$ cat config.mk
export PLATFORM = sky130hd
export DESIGN_NAME = etf_regs
export DESIGN_NICKNAME = d
export VERILOG_FILES = /design/src/sv/etf_pkg.sv /design/src/sv/etf_regs.sv
export SDC_FILE = /design/constraint.sdc
export NUM_CORES = 1
export LEC_CHECK = 0
export ABC_AREA = 1
export BUFFER_PORTS_ARGS = -buffer_cell sky130_fd_sc_hd__buf_2
export CORE_UTILIZATION = 40
export DETAILED_ROUTE_END_ITERATION = 10
export PLACE_DENSITY_LB_ADDON = 0.08
export SLEW_MARGIN = 5
export SYNTH_ARGS = -nofsm -noshare
export SYNTH_HDL_FRONTEND = slang
export SYNTH_SLANG_ARGS = --single-unit
$ cat constraint.sdc
create_clock -name i_clk -period 2 [get_ports i_clk]
set_clock_uncertainty 0.1 [all_clocks]
set_input_delay 0.4 -clock i_clk [delete_from_list [all_inputs] [get_ports i_clk]]
set_output_delay 0.4 -clock i_clk [all_outputs]
set_load 0.01 [all_outputs]
$ cat src/sv/etf_pkg.sv
// Shared types, register codes and arithmetic constants of the escape-time pixel block.
package etf_pkg;

    // Image geometry and fixed-point format (signed Q6.26 held in 32 bits).
    localparam int IMAGE_WIDTH  = 1024;
    localparam int IMAGE_HEIGHT = 768;
    localparam int FRAC_BITS    = 26;
    localparam int Z_W          = 32;
    localparam int PROD_Z_W     = 2 * Z_W;
    localparam int JC_W         = 28;
    localparam int PIX_W        = 10;
    localparam int CNT_W        = 8;
    localparam int COLOR_W      = 8;

    // Configuration port.
    localparam int ADDR_W = 4;
    localparam int DATA_W = 32;

    typedef enum logic [1:0] {
        REG_MODE     = 2'd0,
        REG_MAX_ITER = 2'd1,
        REG_C_RE     = 2'd2,
        REG_C_IM     = 2'd3
    } t_reg_idx;

    localparam logic MODE_MANDEL = 1'b0;
    localparam logic MODE_JULIA  = 1'b1;

    localparam logic                    MODE_RST     = MODE_MANDEL;
    localparam logic [CNT_W-1:0]        MAX_ITER_RST = 8'd100;
    localparam logic signed [JC_W-1:0]  C_RE_RST     = -28'sd47094316;
    localparam logic signed [JC_W-1:0]  C_IM_RST     = -28'sd25783226;

    // Pixel to plane mapping: value = sign(n) * floor(|n| * mul * 2^26 / div),
    // with the division done as a multiply by a rounded-up reciprocal.
    localparam int MB_SCALE  = 180;
    localparam int MB_OFF_X  = (IMAGE_WIDTH / 4) * 3;
    localparam int MB_OFF_Y  = IMAGE_HEIGHT / 2;
    localparam int JU_OFF_X  = IMAGE_WIDTH / 2;
    localparam int JU_OFF_Y  = IMAGE_HEIGHT / 2;
    localparam int MB_MUL    = 1;
    localparam int JU_MUL_X  = 3;
    localparam int JU_MUL_Y  = 2;
    localparam int MUL_W     = 2;

    localparam int COORD_W     = 13;  // pixel minus offset, signed
    localparam int ABS_W       = COORD_W - 1;
    localparam int ABS_MUL_W   = ABS_W + MUL_W;
    localparam int RECIP_SHIFT = 26;
    localparam int RECIP_EXP   = FRAC_BITS + RECIP_SHIFT;
    localparam int K_W         = 49;
    localparam int K_LO_W      = 24;
    localparam int K_HI_W      = K_W - K_LO_W;
    localparam int MAP_PROD_W  = ABS_MUL_W + K_W;
    localparam int MAP_Q_W     = MAP_PROD_W - RECIP_SHIFT;

    localparam longint unsigned RECIP_ONE = 64'd1 << RECIP_EXP;
    localparam logic [K_W-1:0] K_MB =
        K_W'((RECIP_ONE + 64'(MB_SCALE) - 64'd1) / 64'(MB_SCALE));
    localparam logic [K_W-1:0] K_JX =
        K_W'((RECIP_ONE + 64'(IMAGE_WIDTH) - 64'd1) / 64'(IMAGE_WIDTH));
    localparam logic [K_W-1:0] K_JY =
        K_W'((RECIP_ONE + 64'(IMAGE_HEIGHT) - 64'd1) / 64'(IMAGE_HEIGHT));

    // Escape bound on |z|^2 in Q.52.
    localparam logic [PROD_Z_W-1:0] ESC_SQ = 64'd16 << (2 * FRAC_BITS);

    // Colors. floor(m*i/10) = (i * m * 3277) >> 15 over the whole count range.
    localparam int DIV10_SHIFT   = 15;
    localparam int DIV10_K       = 3277;
    localparam int COLOR_K_W     = 15;
    localparam int RED_BASE      = 10;
    localparam int GREEN_BASE    = 20;
    localparam int BLUE_BASE     = 30;
    localparam int RED_K         = 6 * DIV10_K;
    localparam int GREEN_K       = 9 * DIV10_K;
    localparam int BLUE_K        = 3 * DIV10_K;
    localparam int JU_COLOR_MUL  = 9;
    localparam int JU_COLOR_W    = 12;
    localparam int COLOR_MOD     = 255;

    typedef struct packed {
        logic                   mode;
        logic [CNT_W-1:0]       max_iter;
        logic signed [JC_W-1:0] c_re;
        logic signed [JC_W-1:0] c_im;
    } t_cfg;

    typedef struct packed {
        logic load_pix;
        logic map_abs;
        logic map_mul;
        logic map_init;
        logic mul;
        logic z_update;
        logic cnt_inc;
        logic out_load;
    } t_dp_cmd;

    typedef struct packed {
        logic cnt_lt_max;
        logic cnt1_lt_max;
        logic mag_lt;
        logic mag_gt;
    } t_dp_stat;

    typedef enum logic [2:0] {
        ST_IDLE,
        ST_MAP_ABS,
        ST_MAP_MUL,
        ST_MAP_INIT,
        ST_MUL,
        ST_STEP,
        ST_DONE
    } t_state;

endpackage

$ cat src/sv/etf_regs.sv
// Configuration register file behind the APB-style port.
module etf_regs (
    input  logic                        i_clk,
    input  logic                        i_rst_n,
    input  logic                        psel,
    input  logic                        penable,
    input  logic                        pwrite,
    input  logic [etf_pkg::ADDR_W-1:0]  paddr,
    input  logic [etf_pkg::DATA_W-1:0]  pwdata,
    output logic [etf_pkg::DATA_W-1:0]  prdata,
    output logic                        pready,
    output etf_pkg::t_cfg               o_cfg
);

    etf_pkg::t_cfg    r_cfg;
    etf_pkg::t_reg_idx idx;
    logic             wr_en;

    assign pready = 1'b1;
    assign idx    = etf_pkg::t_reg_idx'(paddr[3:2]);
    assign wr_en  = psel && penable && pwrite && pready;
    assign o_cfg  = r_cfg;

    always_ff @(posedge i_clk) begin
        if (!i_rst_n) begin
            r_cfg.mode     <= etf_pkg::MODE_RST;
            r_cfg.max_iter <= etf_pkg::MAX_ITER_RST;
            r_cfg.c_re     <= etf_pkg::C_RE_RST;
            r_cfg.c_im     <= etf_pkg::C_IM_RST;
        end else if (wr_en) begin
            unique case (idx)
                etf_pkg::REG_MODE:     r_cfg.mode     <= pwdata[0];
                etf_pkg::REG_MAX_ITER: r_cfg.max_iter <= pwdata[etf_pkg::CNT_W-1:0];
                etf_pkg::REG_C_RE:     r_cfg.c_re     <= signed'(pwdata[etf_pkg::JC_W-1:0]);
                etf_pkg::REG_C_IM:     r_cfg.c_im     <= signed'(pwdata[etf_pkg::JC_W-1:0]);
                default: begin
                end
            endcase
        end
    end

    always_comb begin
        unique case (idx)
            etf_pkg::REG_MODE:
                prdata = etf_pkg::DATA_W'(r_cfg.mode);
            etf_pkg::REG_MAX_ITER:
                prdata = etf_pkg::DATA_W'(r_cfg.max_iter);
            etf_pkg::REG_C_RE:
                prdata = etf_pkg::DATA_W'(r_cfg.c_re);
            etf_pkg::REG_C_IM:
                prdata = etf_pkg::DATA_W'(r_cfg.c_im);
            default:
                prdata = '0;
        endcase
    end

endmodule

---- Yosys cells after proc, flatten, opt, wreduce, memory -nomap -nowiden ----
Cells that the tools add are included.
storage, ports and cells
  flip-flop bits (word level) ............. 65
  input bits .............................. 41
  output and inout port bits .............. 98
  word-level logic and storage cells ...... 15
operators by class
  eq/ne operators ......................... 3
  muxes and demuxes ....................... 1
  reductions and logical operators ........ 7
operator list
  kind                                                  count
  one-hot mux 32 bit (4 select lines)                   1
  AND reduction 2 bit                                   4
  equality test 2 bit (second input constant)           2
  equality test 2 x 1 -> 1 bit (second input constant)  1
  logical AND 1 bit                                     2
  logical NOT 2 bit                                     1

---- Depth between registers and ports, before layout ----
  depth in word-level cells ............... 3
  depth in mapped cells ................... 7
  depth with buffers taken out ............ 5

---- Worst setup path before layout ----
Ideal clock, no wire load.
  kind .................................... input to output
  start ................................... input port paddr[3] (netlist name)
  end ..................................... output port prdata[28] (netlist name)
  arrival ................................. 1157 ps
  required time ........................... 1500 ps
  path slack .............................. 343 ps
  stages .................................. 5
  path buffers ............................ 2
  cells stage by stage .................... inv_2 -> nor2_4 -> buf_2 -> a22o_1 -> buf_4
between the ends
  cells in the longest elaborated chain, start to end .. 2
  elaborated cells between the ends (all ways) .. 5
  classes of those cells .................. 3 x eq/ne; 1 x mux; 1 x reduce/logical
RTL lines
  what                                         RTL line        RTL
  from (decl)                                  etf_regs.sv:8   input logic [etf_pkg::ADDR_W-1:0] paddr,
  equality test 2 bit (tied with other cells)  etf_regs.sv:43  unique case (idx)
  one-hot mux 32 bit (4 select lines) (*)      etf_regs.sv:43
  to (decl)                                    etf_regs.sv:10  output logic [etf_pkg::DATA_W-1:0] prdata,
Every way passes the cells marked *; elsewhere a longest branch is shown, timed or not.

---- Worst setup path after layout ----
  start ................................... input port paddr[3] (netlist name)
  end ..................................... output port prdata[31] (netlist name)
Same word-level chain as after synthesis.

==> parameters.txt <==
Parameter                              Value

Global route
  Leftover overflow at the end of global routing ... 0
  Maximum number of pins on one net before global-route repair ... 66
  Number of antenna violations at the first check in global routing ... 0
  First-pass GRT wire length ... 12320 µm
  Number of global-route vias before repair ... 2578
  Overall routing resource usage ... 20.84%

Setup path
  Critical path data required time ... 1.50 ns
  Reg-to-reg critical path startpoint ... o_cfg[9]
  Crit end category ... primary output
  Critical path peak fanout ... 43
  Launch point of the critical path ... paddr[3]
  Combined buffer and inverter count along the critical path ... 4
  Reg-to-reg setup timing slack ... 1.28 ns
  Most used cell along the critical path ... sky130_fd_sc_hd__buf_2
  Longest individual stage delay on the worst path ... 0.23 ns
  Cells on worst reg2reg path ... 2
  Cell type of the slowest stage on the worst timing path ... sky130_fd_sc_hd__buf_12
  Start-to-end type of the worst setup path ... in2out
  Dominant delay contributor by cell family on the critical path ... buffers and inverters
  Data arrival time of the critical path ... 1.32 ns
  R2R Path End ... o_cfg[9]
  Kind of start point of the critical path ... primary input
  Critical-path cell list ... buf_2 -> inv_2 -> nor2_4 -> buf_12 -> a22o_1 -> buf_2

Clock network
  # hold bufs at CTS ... 0
  CTS root buf ... sky130_fd_sc_hd__clkbuf_8
  Number of gates given a new drive strength after cts ... 0
  TritonCTS clock tree ... built
  Post-CTS Setup Repair Bufs ... 0
  Clock Path Buffers ... 2
  Reg clk slew, reported paths ... 0.08 ns
  Clock insertion delay at the later pin of the skew report ... 0.32 ns
  Clock H-tree levels ... 3
  Clock buffer count from CTS ... 9
  Number of clock sinks seen by CTS ... 65

Cells and area
  Area growth from synthesis to layout ... 33.49%
  Number of antenna diodes ... 0
  Ratio of cells with drive above 1 in the final layout ... 30.71%
  Flip-flop count of the largest register after layout ... 65
  Final Net Count ... 583
  Area occupied by multi-input gates ... 1354 µm²
  Final Util ... 56.45%
  Most common library cell in the layout ignoring fill and taps ... sky130_fd_sc_hd__buf_2
  Filler Cells Inserted ... 695
  Seq. cell area ... 1301 µm²
  Most used cells in the layout excluding fill and tap cells ... 131 x sky130_fd_sc_hd__buf_2, 125 x sky130_fd_sc_hd__nand2_1, 73 x sky130_fd_sc_hd__nand3_1, 69 x sky130_fd_sc_hd__nor2_1, 65 x sky130_fd_sc_hd__dfxtp_1

STA
  Max Clk Rate ... 0.5504 GHz
  Final period util ... 90.84%
  Hold violation count in the final report ... 0
  Min Tclk post-route ... 1.817 ns
  Final-report setup violation count ... 0
  Final-layout setup total negative slack ... 0 ns
  RSZ-0062 raised after global routing ... false
  Hold_ws ... 0.1868 ns
  Max-slew violation count ... 0

Logic synthesis
  Synth Register Bits ... 65
  Post-synth design cell area ... 2937 µm²
  Number of instances in the synthesized netlist ... 419
  Mean area per synthesized cell ... 7.009 µm²
  Post-synthesis net count ... 460
  Yosys Warn Count ... 0
  Sequential share of the synthesized area ... 44.31%
  Unique masters post-synth ... 17

Drt
  Per-cell routed wire length ... 12.18 µm
  Number of nets still failing antenna checks after routing ... 0
  Drt pass-1 iters ... 4
  Count of unresolved DRC violations after routing ... 0
  Via count ... 3062
  Via-to-Cell Ratio ... 4.762
  Violation count after the first detailed-routing iteration ... 124
  Total routed wirelength ... 7832 µm

Floorplanning
  Die Span Y ... 87.68 µm
  Core Area ... 6944 µm²
  Starting density of the core ... 42.29%
  Die Outline Area ... 7688 µm²
  Number of cell rows ... 30
  Die width ... 87.68 µm
  Io pins ... 139

Pwr
  Ratio of total power to cell area ... 760.1 nW/µm²
  Static leakage ... 0.002042 µW
  Overall power consumption ... 2980 µW
  Worst vdd rail ir drop ... 557.0 µV

Hold path
  Worst hold-check path type ... in2reg
  Hold Startpoint ... pwdata[24]
  Hold Crit Depth ... 3
  End point of the most critical hold path ... o_cfg[52]

Status
  Run status ... completed

Place
  Detailed placer's ending HPWL ... 5321 µm
  Buffers on Ports ... 131
  Final weighted congestion in routability-driven placement ... 0.7591

Run
  Max-Cap Viols ... 0
-- area by class of cell --
type	instances	share of cell area, %
Multi-Input combinational cell	298	34.54
Inverter	25	2.394
Sequential cell	65	33.20
Clock inverter	4	1.915
Clock buffer	12	3.958
Timing Repair Buffer	143	20.94
Tap cell	96	3.064
-- cell usage after synthesis --
master | count | area share (%)
sky130_fd_sc_hd__buf_4 | 8 | 2.0
sky130_fd_sc_hd__dfxtp_1 | 65 | 44
sky130_fd_sc_hd__nor2_4 | 3 | 1.2
sky130_fd_sc_hd__clkbuf_1 | 4 | 0.51
sky130_fd_sc_hd__nand3_1 | 73 | 12
sky130_fd_sc_hd__nand2_1 | 125 | 16
sky130_fd_sc_hd__conb_1 | 1 | 0.13
sky130_fd_sc_hd__inv_2 | 2 | 0.26
sky130_fd_sc_hd__buf_2 | 15 | 2.6
sky130_fd_sc_hd__nor2_2 | 1 | 0.21
sky130_fd_sc_hd__nand4_1 | 1 | 0.21
sky130_fd_sc_hd__nor2_1 | 70 | 8.9
sky130_fd_sc_hd__a22o_1 | 20 | 6.0
sky130_fd_sc_hd__nand2_2 | 3 | 0.64
sky130_fd_sc_hd__buf_6 | 4 | 1.5
sky130_fd_sc_hd__inv_1 | 23 | 2.9
sky130_fd_sc_hd__a21oi_1 | 1 | 0.17
-- power breakdown --
part           internal (µW)  leakage (µW)  total (µW)  switching (µW)
registers               1320      0.000527        1340            21.2
logic                    152       0.00141         363             211
clock network            771      0.000109        1270             502
total                   2250       0.00204        2980             734
-- per-stage QoR --
step                      setup slack, ns  instance area, µm²  instances
after floorplan                    0.3433                2937        419
after global placement             0.2178                3690        627
after detailed placement           0.1863                3690        627
after CTS                          0.1809                3920        643
after global routing               0.1258                3920        643
final                              0.1832                3920        643
-- per-layer routing --
metal / track usage (%) / part of all wire [%] / vias to the layer above
li1: - / - / 1576
met1: 26.21 / 45 / 1370
met2: 35.16 / 47 / 106
met3: 4.524 / 6.5 / 10
met4: 7.601 / 1.4 / 0
met5: 0 / 0 / -
-- worst reg2reg max path: stages (launching register included) --
cell                      delay (ns)
sky130_fd_sc_hd__dfxtp_1        0.37
sky130_fd_sc_hd__nor2_1         0.07
sky130_fd_sc_hd__nor2_1         0.11
-- cells by family (layout without fill, tap and decap cells) --
family	count (synthesis)	after routing	synth area share, %
AO/OA/AOI/OAI	21	21	6.135
other	1	1	0.1277
AND/OR/NAND/NOR	276	276	39.58
buffers and inverters	56	184	9.842
flip-flops	65	65	44.31
-- worst max path at each step --
stage | to | slack (ns) | cells past startpoint
finish | prdata[31] | 0.18 | 6
global route | prdata[28] | 0.13 | 6
CTS | prdata[31] | 0.18 | 6
detailed placement | prdata[31] | 0.19 | 6
global placement | prdata[27] | 0.22 | 6
floorplan | prdata[28] | 0.34 | 5
No activity file was read; power rests on OpenSTA's default activity.
