File: src/sv/etf_pkg.sv
// Shared types, register codes and arithmetic constants of the escape-time pixel block.
package etf_pkg;

    // Image geometry and fixed-point format (signed Q6.26 held in 32 bits).
    localparam int IMAGE_WIDTH  = 1024;
    localparam int IMAGE_HEIGHT = 768;
    localparam int FRAC_BITS    = 26;
    localparam int Z_W          = 32;
    localparam int PROD_Z_W     = 2 * Z_W;
    localparam int JC_W         = 28;
    localparam int PIX_W        = 10;
    localparam int CNT_W        = 8;
    localparam int COLOR_W      = 8;

    // Configuration port.
    localparam int ADDR_W = 4;
    localparam int DATA_W = 32;

    typedef enum logic [1:0] {
        REG_MODE     = 2'd0,
        REG_MAX_ITER = 2'd1,
        REG_C_RE     = 2'd2,
        REG_C_IM     = 2'd3
    } t_reg_idx;

    localparam logic MODE_MANDEL = 1'b0;
    localparam logic MODE_JULIA  = 1'b1;

    localparam logic                    MODE_RST     = MODE_MANDEL;
    localparam logic [CNT_W-1:0]        MAX_ITER_RST = 8'd100;
    localparam logic signed [JC_W-1:0]  C_RE_RST     = -28'sd47094316;
    localparam logic signed [JC_W-1:0]  C_IM_RST     = -28'sd25783226;

    // Pixel to plane mapping: value = sign(n) * floor(|n| * mul * 2^26 / div),
    // with the division done as a multiply by a rounded-up reciprocal.
    localparam int MB_SCALE  = 180;
    localparam int MB_OFF_X  = (IMAGE_WIDTH / 4) * 3;
    localparam int MB_OFF_Y  = IMAGE_HEIGHT / 2;
    localparam int JU_OFF_X  = IMAGE_WIDTH / 2;
    localparam int JU_OFF_Y  = IMAGE_HEIGHT / 2;
    localparam int MB_MUL    = 1;
    localparam int JU_MUL_X  = 3;
    localparam int JU_MUL_Y  = 2;
    localparam int MUL_W     = 2;

    localparam int COORD_W     = 13;  // pixel minus offset, signed
    localparam int ABS_W       = COORD_W - 1;
    localparam int ABS_MUL_W   = ABS_W + MUL_W;
    localparam int RECIP_SHIFT = 26;
    localparam int RECIP_EXP   = FRAC_BITS + RECIP_SHIFT;
    localparam int K_W         = 49;
    localparam int K_LO_W      = 24;
    localparam int K_HI_W      = K_W - K_LO_W;
    localparam int MAP_PROD_W  = ABS_MUL_W + K_W;
    localparam int MAP_Q_W     = MAP_PROD_W - RECIP_SHIFT;

    localparam longint unsigned RECIP_ONE = 64'd1 << RECIP_EXP;
    localparam logic [K_W-1:0] K_MB =
        K_W'((RECIP_ONE + 64'(MB_SCALE) - 64'd1) / 64'(MB_SCALE));
    localparam logic [K_W-1:0] K_JX =
        K_W'((RECIP_ONE + 64'(IMAGE_WIDTH) - 64'd1) / 64'(IMAGE_WIDTH));
    localparam logic [K_W-1:0] K_JY =
        K_W'((RECIP_ONE + 64'(IMAGE_HEIGHT) - 64'd1) / 64'(IMAGE_HEIGHT));

    // Escape bound on |z|^2 in Q.52.
    localparam logic [PROD_Z_W-1:0] ESC_SQ = 64'd16 << (2 * FRAC_BITS);

    // Colors. floor(m*i/10) = (i * m * 3277) >> 15 over the whole count range.
    localparam int DIV10_SHIFT   = 15;
    localparam int DIV10_K       = 3277;
    localparam int COLOR_K_W     = 15;
    localparam int RED_BASE      = 10;
    localparam int GREEN_BASE    = 20;
    localparam int BLUE_BASE     = 30;
    localparam int RED_K         = 6 * DIV10_K;
    localparam int GREEN_K       = 9 * DIV10_K;
    localparam int BLUE_K        = 3 * DIV10_K;
    localparam int JU_COLOR_MUL  = 9;
    localparam int JU_COLOR_W    = 12;
    localparam int COLOR_MOD     = 255;

    typedef struct packed {
        logic                   mode;
        logic [CNT_W-1:0]       max_iter;
        logic signed [JC_W-1:0] c_re;
        logic signed [JC_W-1:0] c_im;
    } t_cfg;

    typedef struct packed {
        logic load_pix;
        logic map_abs;
        logic map_mul;
        logic map_init;
        logic mul;
        logic z_update;
        logic cnt_inc;
        logic out_load;
    } t_dp_cmd;

    typedef struct packed {
        logic cnt_lt_max;
        logic cnt1_lt_max;
        logic mag_lt;
        logic mag_gt;
    } t_dp_stat;

    typedef enum logic [2:0] {
        ST_IDLE,
        ST_MAP_ABS,
        ST_MAP_MUL,
        ST_MAP_INIT,
        ST_MUL,
        ST_STEP,
        ST_DONE
    } t_state;

endpackage

File: src/sv/etf_ctrl.sv
// Sequencer: pixel mapping steps, then multiply/step pairs until escape or limit.
module etf_ctrl (
    input  logic              i_clk,
    input  logic              i_rst_n,
    input  logic              i_start,
    input  logic              i_mode,
    input  etf_pkg::t_dp_stat i_stat,
    output etf_pkg::t_dp_cmd  o_cmd,
    output logic              o_busy
);

    etf_pkg::t_state r_state, n_state;
    logic            r_upd, n_upd;  // Julia: z already updated, check pending

    always_ff @(posedge i_clk) begin
        if (!i_rst_n) begin
            r_state <= etf_pkg::ST_IDLE;
            r_upd   <= 1'b0;
        end else begin
            r_state <= n_state;
            r_upd   <= n_upd;
        end
    end

    always_comb begin
        n_state = r_state;
        n_upd   = r_upd;
        o_cmd   = '0;
        unique case (r_state)
            etf_pkg::ST_IDLE: begin
                if (i_start) begin
                    o_cmd.load_pix = 1'b1;
                    n_state        = etf_pkg::ST_MAP_ABS;
                end
            end
            etf_pkg::ST_MAP_ABS: begin
                o_cmd.map_abs = 1'b1;
                n_state       = etf_pkg::ST_MAP_MUL;
            end
            etf_pkg::ST_MAP_MUL: begin
                o_cmd.map_mul = 1'b1;
                n_state       = etf_pkg::ST_MAP_INIT;
            end
            etf_pkg::ST_MAP_INIT: begin
                o_cmd.map_init = 1'b1;
                n_upd          = 1'b0;
                n_state        = etf_pkg::ST_MUL;
            end
            etf_pkg::ST_MUL: begin
                o_cmd.mul = 1'b1;
                n_state   = etf_pkg::ST_STEP;
            end
            etf_pkg::ST_STEP: begin
                n_state = etf_pkg::ST_DONE;
                if (i_mode == etf_pkg::MODE_MANDEL) begin
                    if (i_stat.cnt_lt_max && i_stat.mag_lt) begin
                        o_cmd.z_update = 1'b1;
                        o_cmd.cnt_inc  = 1'b1;
                        n_state        = etf_pkg::ST_MUL;
                    end
                end else if (!r_upd) begin
                    // first update happens before any escape check
                    if (i_stat.cnt_lt_max) begin
                        o_cmd.z_update = 1'b1;
                        n_upd          = 1'b1;
                        n_state        = etf_pkg::ST_MUL;
                    end
                end else if (!i_stat.mag_gt) begin
                    o_cmd.cnt_inc = 1'b1;
                    if (i_stat.cnt1_lt_max) begin
                        o_cmd.z_update = 1'b1;
                        n_state        = etf_pkg::ST_MUL;
                    end
                end
            end
            etf_pkg::ST_DONE: begin
                o_cmd.out_load = 1'b1;
                n_state        = etf_pkg::ST_IDLE;
            end
            default: begin
                n_state = etf_pkg::ST_IDLE;
            end
        endcase
    end

    assign o_busy = (r_state != etf_pkg::ST_IDLE);

endmodule

File: config.mk
export PLATFORM = sky130hd
export DESIGN_NAME = etf_ctrl
export DESIGN_NICKNAME = d
export VERILOG_FILES = /design/src/sv/etf_pkg.sv /design/src/sv/etf_ctrl.sv
export SDC_FILE = /design/constraint.sdc
export NUM_CORES = 1
export LEC_CHECK = 0
export BUFFER_PORTS_ARGS = -buffer_cell sky130_fd_sc_hd__buf_2
export CORE_AREA = 8 8 45 47
export DETAILED_ROUTE_END_ITERATION = 6
export DIE_AREA = 0 0 53 55
export PLACE_DENSITY_LB_ADDON = 0.3
export SLEW_MARGIN = 25
export SYNTH_ARGS = -nofsm -noshare
export SYNTH_HDL_FRONTEND = slang
export SYNTH_SLANG_ARGS = --single-unit
File: constraint.sdc
create_clock -name i_clk -period 1.3 [get_ports i_clk]
set_clock_uncertainty 0.05 [all_clocks]
set_input_delay 0.195 -clock i_clk [delete_from_list [all_inputs] [get_ports i_clk]]
set_output_delay 0.195 -clock i_clk [all_outputs]
set_load 0.02 [all_outputs]
Word-level counts from Yosys, hierarchy flattened
Cells that the tools add are included.
Operators by class
  eq/ne operators: 8
  multiplexer cells: 26
  reductions and logical operators: 5
Operators with widths (count)
  $pmux 3 s6: 1
  $mux 2: 7
  $mux 1: 13
  $mux 3: 4
  $eq 3x3->1 const B: 3
  $eq 3x2->1 const B: 2
  $ne 2x2->1 const B: 2
  $eq 3x1->1 const B: 1
  $logic_not 3->1: 1
  $reduce_bool 3->1: 1
  $pmux 1 s2: 1
  $reduce_and 2->1: 1
  $reduce_bool 2->1: 1
  $logic_and 1x1->1: 1
Word-level totals
  register bits after elaboration: 4
  bits of input ports: 8
  output and inout bits: 9
  logic and storage cells: 41

Depth between registers and ports, before layout
Gate-level depths: netlist of run 1.
  word-level depth: 5
  gate-level depth with buffers: 4
  mapped depth without buffers: 3

Worst setup path before layout of run 1
Ideal clock, no wire load.
  path kind: register to output
  start point: register r_state[2]
  end point: output o_cmd[7] (netlist name)
  arrival: 1.046 ns
  data required time: 1.055 ns
  path slack: 0.009 ns
  stages on the path, launching flop included: 4
  path buffers: 1
  path through: dfxtp_1 > buf_6 > or3_4 > nor2_2
RTL lines
  start, declared: line etf_ctrl.sv:12  | etf_pkg::t_state r_state, n_state;
  start signal, assigned: line etf_ctrl.sv:17  | r_state <= etf_pkg::ST_IDLE;
  start signal, assigned: line etf_ctrl.sv:20  | r_state <= n_state;
  end, declared: line etf_ctrl.sv:8  | output etf_pkg::t_dp_cmd o_cmd,

==> results of run 1 <==
[kinds of logic (layout without fill, tap and decap cells)]
kind of cell / Yosys count / in the layout / share of synthesized area
and+or+nand+nor: 20 / 20 / 0.452
AOI/OAI and AO/OA: 7 / 7 / 0.153
DFF: 4 / 4 / 0.258
buffers and inverters: 4 / 27 / 0.109
xor gates and xnor gates: 1 / 1 / 0.0282
[what timing repair did]
item                                    CTS  global route
pin swaps                                 2             2
setup buffers                             3             0
endpoints found under the setup margin    9             9
resized for setup                        16             4
[registers in the layout, indices dropped and copies added (netlist names)]
name,cells
r_upd,1
r_state,3
[worst min path at each step]
stage,start,endpoint,slack (ns),cells after the start
4_1_cts,i_rst_n,r_state[2],0.17,2
2_1_floorplan,i_rst_n,r_state[2],0.26,1
3_3_place_gp,i_rst_n,r_state[2],0.44,2
5_1_grt,i_rst_n,r_state[2],0.19,2
3_5_place_dp,i_rst_n,r_state[2],0.42,2
6_report,i_rst_n,r_state[2],0.17,2
[Yosys cell counts, drive strengths merged]
cell	number	area, um^2
nand2	2	7.51
or3	1	11.3
a41o	1	10.0
nor2b	4	27.5
dfxtp	4	80.1
buf	3	30.0
nor4bb	1	10.0
nor3b	3	22.5
o21ai	2	13.8
and2b	1	7.51
inv	1	3.75
xnor2	1	8.76
a31oi	1	6.26
o21a	1	7.51
a21oi	2	10.0
nand4b	1	8.76
and3b	1	10.0
nand3b	2	15.0
nor2	2	10.0
nor3	2	10.0
[routing by layer]
layer,part of all wire,up-vias,global-route usage
met5,0,-,0
met4,0,0,0.0388
met3,0.091,0,0.0455
met2,0.41,16,0.0957
met1,0.50,151,0.0745
li1,-,175,-
[cell type report]
| class | count | area [um^2] | share of cell area |
|---|---|---|---|
| inverters | 1 | 3.75 | 0.00733 |
| multi-input cells | 28 | 214 | 0.418 |
| well taps | 16 | 20.0 | 0.0391 |
| flip-flops and latches | 4 | 87.6 | 0.171 |
| clock buffers | 3 | 22.5 | 0.0440 |
| repair buffers | 23 | 164 | 0.320 |
[per-stage QoR]
step / TNS (ns) / instance area, um^2
4_1_cts: -0.404 / 500
3_5_place_dp: 0 / 410
3_3_place_gp: 0 / 410
6_report: -0.380 / 512
5_1_grt: -0.817 / 512
2_1_floorplan: 0 / 310
[power by group]
part	switching (mW)	internal, mW	total, mW
logic	0.159	0.190	0.349
registers	0.0354	0.152	0.187
clock network	0.0539	0.104	0.157
==> run_results.csv, run 1 <==
group,metric,value,unit
critical_path,end_kind,"primary output",
critical_path,reg2reg_to,"r_state[2]",
sta,rsz0062_at_grt,"true",
critical_path,critical_path.cell_chain,"or3_4, nor2_4, buf_6",
hold_path,hold_path_class,"in2reg",
clocking,clock_path_buffers,2,
sta,maxClockFrequency,709,MHz
critical_path,critPathArrivalTime,1.16,ns
clocking,insertion_delay,0.23,ns
drt,avgRoutedWirePerCell,11.2,um
die,core,1380,um^2
critical_path,path_buf_inv,1,
die,die_x,53,um
pwr,ir_drop,613,uV
drt,first_iter_violations,5,
critical_path,worstPathRequired,1.05,ns
critical_path,cp_slowest_cell,"or3_4",
layout,antenna_cells,0,
pwr,totalPowerFinal,0.693,mW
critical_path,critPathMaxFanout,4,
global_routing,grt_use_total,0.0678,
critical_path,crit_start,"r_state[1]",
synth,synth_area,310,um^2
sta,worst_pin_slew,0.259,ns
die,start_util,0.224,
global_routing,grt_overflow,0,
layout,layout_commonest_cell,"buf_4",
die,die-area,2920,um^2
global_routing,grt_pass1_vias,353,
run_status,status,"complete, but fails checks",
drt,wirelength,842,um
synth,ys_types,24,
sta,slew_viol_final,0,
sta,slew_headroom,0.825,
synth,synth_warnings,0,
layout,final_util,0.370,
critical_path,setup.worst_path.end,"o_cmd[7]",
sta,whs,0.173,ns
global_routing,antenna_found_initial,0,
sta,finalHoldViolations,0,
critical_path,path_delay_family,"simple AND/OR/NAND/NOR gates",
drt,drc,0,
critical_path,reg2reg_slack,0.14,ns
synth,ys_seq_area_frac,0.258,
layout,fillers,145,
global_routing,grt_max_degree,11,
clocking,cts_root_buf,"clkbuf_4",
placement,dpl_worst_slack,0.0758,ns
clocking,clkTransAtPathRegs,0.04,ns
layout,nets,69,
synth,ys_ff_latch,4,
clocking,cts_tree,"done",
die,ios,17,
synth,synth_cells,36,
global_routing,grt_pass1_wl,1420,um
placement,dp.cells,69,
pwr,power.density,1350,nW/um^2
critical_path,cp-start-kind,"flip-flop",
run,cap_violations,0,
placement,hpwlAfterDp,638,um
synth,syn_area_per_cell,8.62,um^2
run_status,violations,"negative setup slack",
placement,port_buffers,16,
critical_path,r2r_cells,4,
clocking,htreeDepth,1,
die,die_h,55,um
layout,drive_above_1_share,0.644,
drt,dr_total_vias,342,
sta,finalWorstSetupSlack,-0.110,ns
clocking,cts_num_sinks,4,
critical_path,regToRegStartpoint,"r_state[1]",
critical_path,cp.depth,3,
die,core.rowCount,14,
synth,syn-num-nets,44,
drt,detail_route.first_pass.iterations,4,
drt,ant_nets,0,
drt,viasPerCell,4.56,
layout,layout_common_cells,"buf_4 (12), buf_2 (8), clkbuf_4 (3), buf_6 (3), dfxtp_2 (3)",
sta,period_share,1.08,
critical_path,worst_path_largest_cell_delay,0.38,ns
sta,fin_crit,1.41,ns
pwr,leakagePower,0.239,nW
layout,area_growth,64.9,%
critical_path,path_class,"reg2out",
layout,finalNonFillerCells,75,
sta,setup_viol,6,
placement,gp_congestion,0.643,
clocking,cts_hold_buffers,0,
clocking,cts_made_buffers,3,
Note: power is estimated with default switching activity, not from simulation.
==> run 2: changes to the inputs <==
==> constraint.sdc (replaced) <==
create_clock -name i_clk -period 1.1 [get_ports i_clk]
set_clock_uncertainty 0.05 [all_clocks]
set_input_delay 0.165 -clock i_clk [delete_from_list [all_inputs] [get_ports i_clk]]
set_output_delay 0.165 -clock i_clk [all_outputs]
set_load 0.02 [all_outputs]
==> run_results.csv, run 2 (synthesized netlist as in run 1, its figures left out) <==
group,metric,value,unit
global_routing,grt_max_degree,7,
drt,viasPerCell,4.49,
layout,antenna_cells,0,
clocking,htreeDepth,1,
global_routing,use_met1,0.0607,
clocking,cts_tree,"done",
global_routing,grt_pass1_wl,1550,um
critical_path,critical_path.cell_chain,"or3_4, nor2_4, buf_6",
layout,top_register,"r_state",
layout,biggestRegsByFlops,"r_state (3), r_upd (1)",
placement,hpwlAfterDp,690,um
die,start_util,0.224,
critical_path,cp-start-kind,"flip-flop",
die,core,1380,um^2
placement,gp_congestion,0.704,
sta,period_share,1.27,
drt,first_iter_violations,4,
sta,whs,0.141,ns
critical_path,worstPathRequired,0.88,ns
global_routing,grt_use_total,0.0759,
critical_path,r2r_cells,4,
die,core.rowCount,14,
layout,layout_common_cells,"buf_4 (12), buf_6 (10), buf_2 (7)",
critical_path,critPathArrivalTime,1.19,ns
global_routing,grt.busiest_layer,"met2",
clocking,insertion_delay,0.24,ns
layout,nets,75,
pwr,leakagePower,0.291,nW
drt,avgRoutedWirePerCell,11.9,um
global_routing,grt_overflow,0,
drt,dr_total_vias,364,
layout,fin_area,638,um^2
die,die_x,53,um
placement,place_area,475,um^2
sta,slew_headroom,0.865,
sta,fin_crit,1.40,ns
sta,finalHoldViolations,0,
global_routing,antenna_found_initial,0,
clocking,cts_num_sinks,4,
critical_path,end_kind,"primary output",
layout,area_growth,106,%
run_status,violations,"negative setup slack",
sta,maxClockFrequency,713,MHz
drt,detail_route.first_pass.iterations,4,
clocking,clkTransAtPathRegs,0.04,ns
pwr,power.density,1490,nW/um^2
sta,setup_viol,12,
clocking,cts_made_buffers,3,
run,cap_violations,0,
drt,drc,0,
global_routing,use_met2,0.131,
clocking,cts_root_buf,"clkbuf_4",
placement,port_buffers,16,
hold_path,hold_depth,2,
critical_path,cp_slowest_cell,"or3_4",
clocking,clock_path_buffers,2,
critical_path,path_class,"reg2out",
critical_path,worst_path_largest_cell_delay,0.41,ns
layout,drive_above_1_share,0.754,
drt,ant_nets,0,
clocking,cts_hold_buffers,0,
layout,largest_reg_flops,3,
die,ios,17,
sta,finalWorstSetupSlack,-0.302,ns
sta,rsz0062_at_grt,"true",
pwr,ir_drop,634,uV
drt,wirelength,964,um
hold_path,hold_path_class,"in2reg",
die,die_h,55,um
global_routing,grt_pass1_vias,400,
critical_path,critPathMaxFanout,4,
run_status,status,"complete, but fails checks",
die,die-area,2920,um^2
layout,fillers,136,
layout,layout_commonest_cell,"buf_4",
sta,slew_viol_final,0,
global_routing,use_met3,0.0374,
sta,worst_pin_slew,0.199,ns
[run 2: changes by cell type in the layout (fill, tap and decap cells not counted), sizes merged]
cell	previous run	this run
buf	23	29
[run 2: final cells by class]
type                       count  area (um^2)  share of cell area
sequential                     4         92.6               0.145
clock buffer                   3         22.5              0.0353
inverter                       1         3.75             0.00588
timing repair buffer          29          238               0.373
tap                           16         20.0              0.0314
multi-input combinational     28          262               0.410
[run 2: power by group]
group          switching [mW]  internal (mW)  total [mW]
Clock                  0.0617          0.122       0.184
Combinational           0.236          0.315       0.551
Sequential             0.0366          0.178       0.215
Total                   0.334          0.615       0.950
[run 2: worst paths after layout]
path                                 start         end  slack, ns
worst min-delay path               i_rst_n  r_state[2]       0.14
worst max register to register  r_state[2]  r_state[2]      -0.09
worst min register to register       r_upd       r_upd       0.54
worst max-delay path            r_state[2]    o_cmd[7]      -0.30
[run 2: per-layer routing]
layer  vias to the layer above  share of wire
met1                       171           0.38
met5                         -              0
li1                        189              -
met3                         0          0.031
met2                         4           0.59
met4                         0              0
[run 2: stage by stage]
stage	power (mW)	setup TNS [ns]	cells	setup slack, ns	util
finish	0.950	-2.25	81	-0.302	0.461
detailed placement	0.597	-0.404	73	-0.123	0.344
floorplan	0.477	-0.277	36	-0.108	-
CTS	0.899	-2.07	80	-0.297	0.439
global route	1.03	-2.95	81	-0.358	0.461
global placement	0.595	-0.359	73	-0.0997	0.344
[run 2: timing repair]
item | in CTS | in global routing
endpoints found under the setup margin | 10 | 12
pin swaps | 4 | 2
resized for setup | 25 | 7
buffers inserted | 4 | 1
hold endpoints to repair | 0 | 0
[run 2: critical path: cells and delay by family (launching register included)]
kind / cells / cell delay [ns]
buf+inv: 1 / 0.12
simple gates: 2 / 0.50
flops: 1 / 0.33
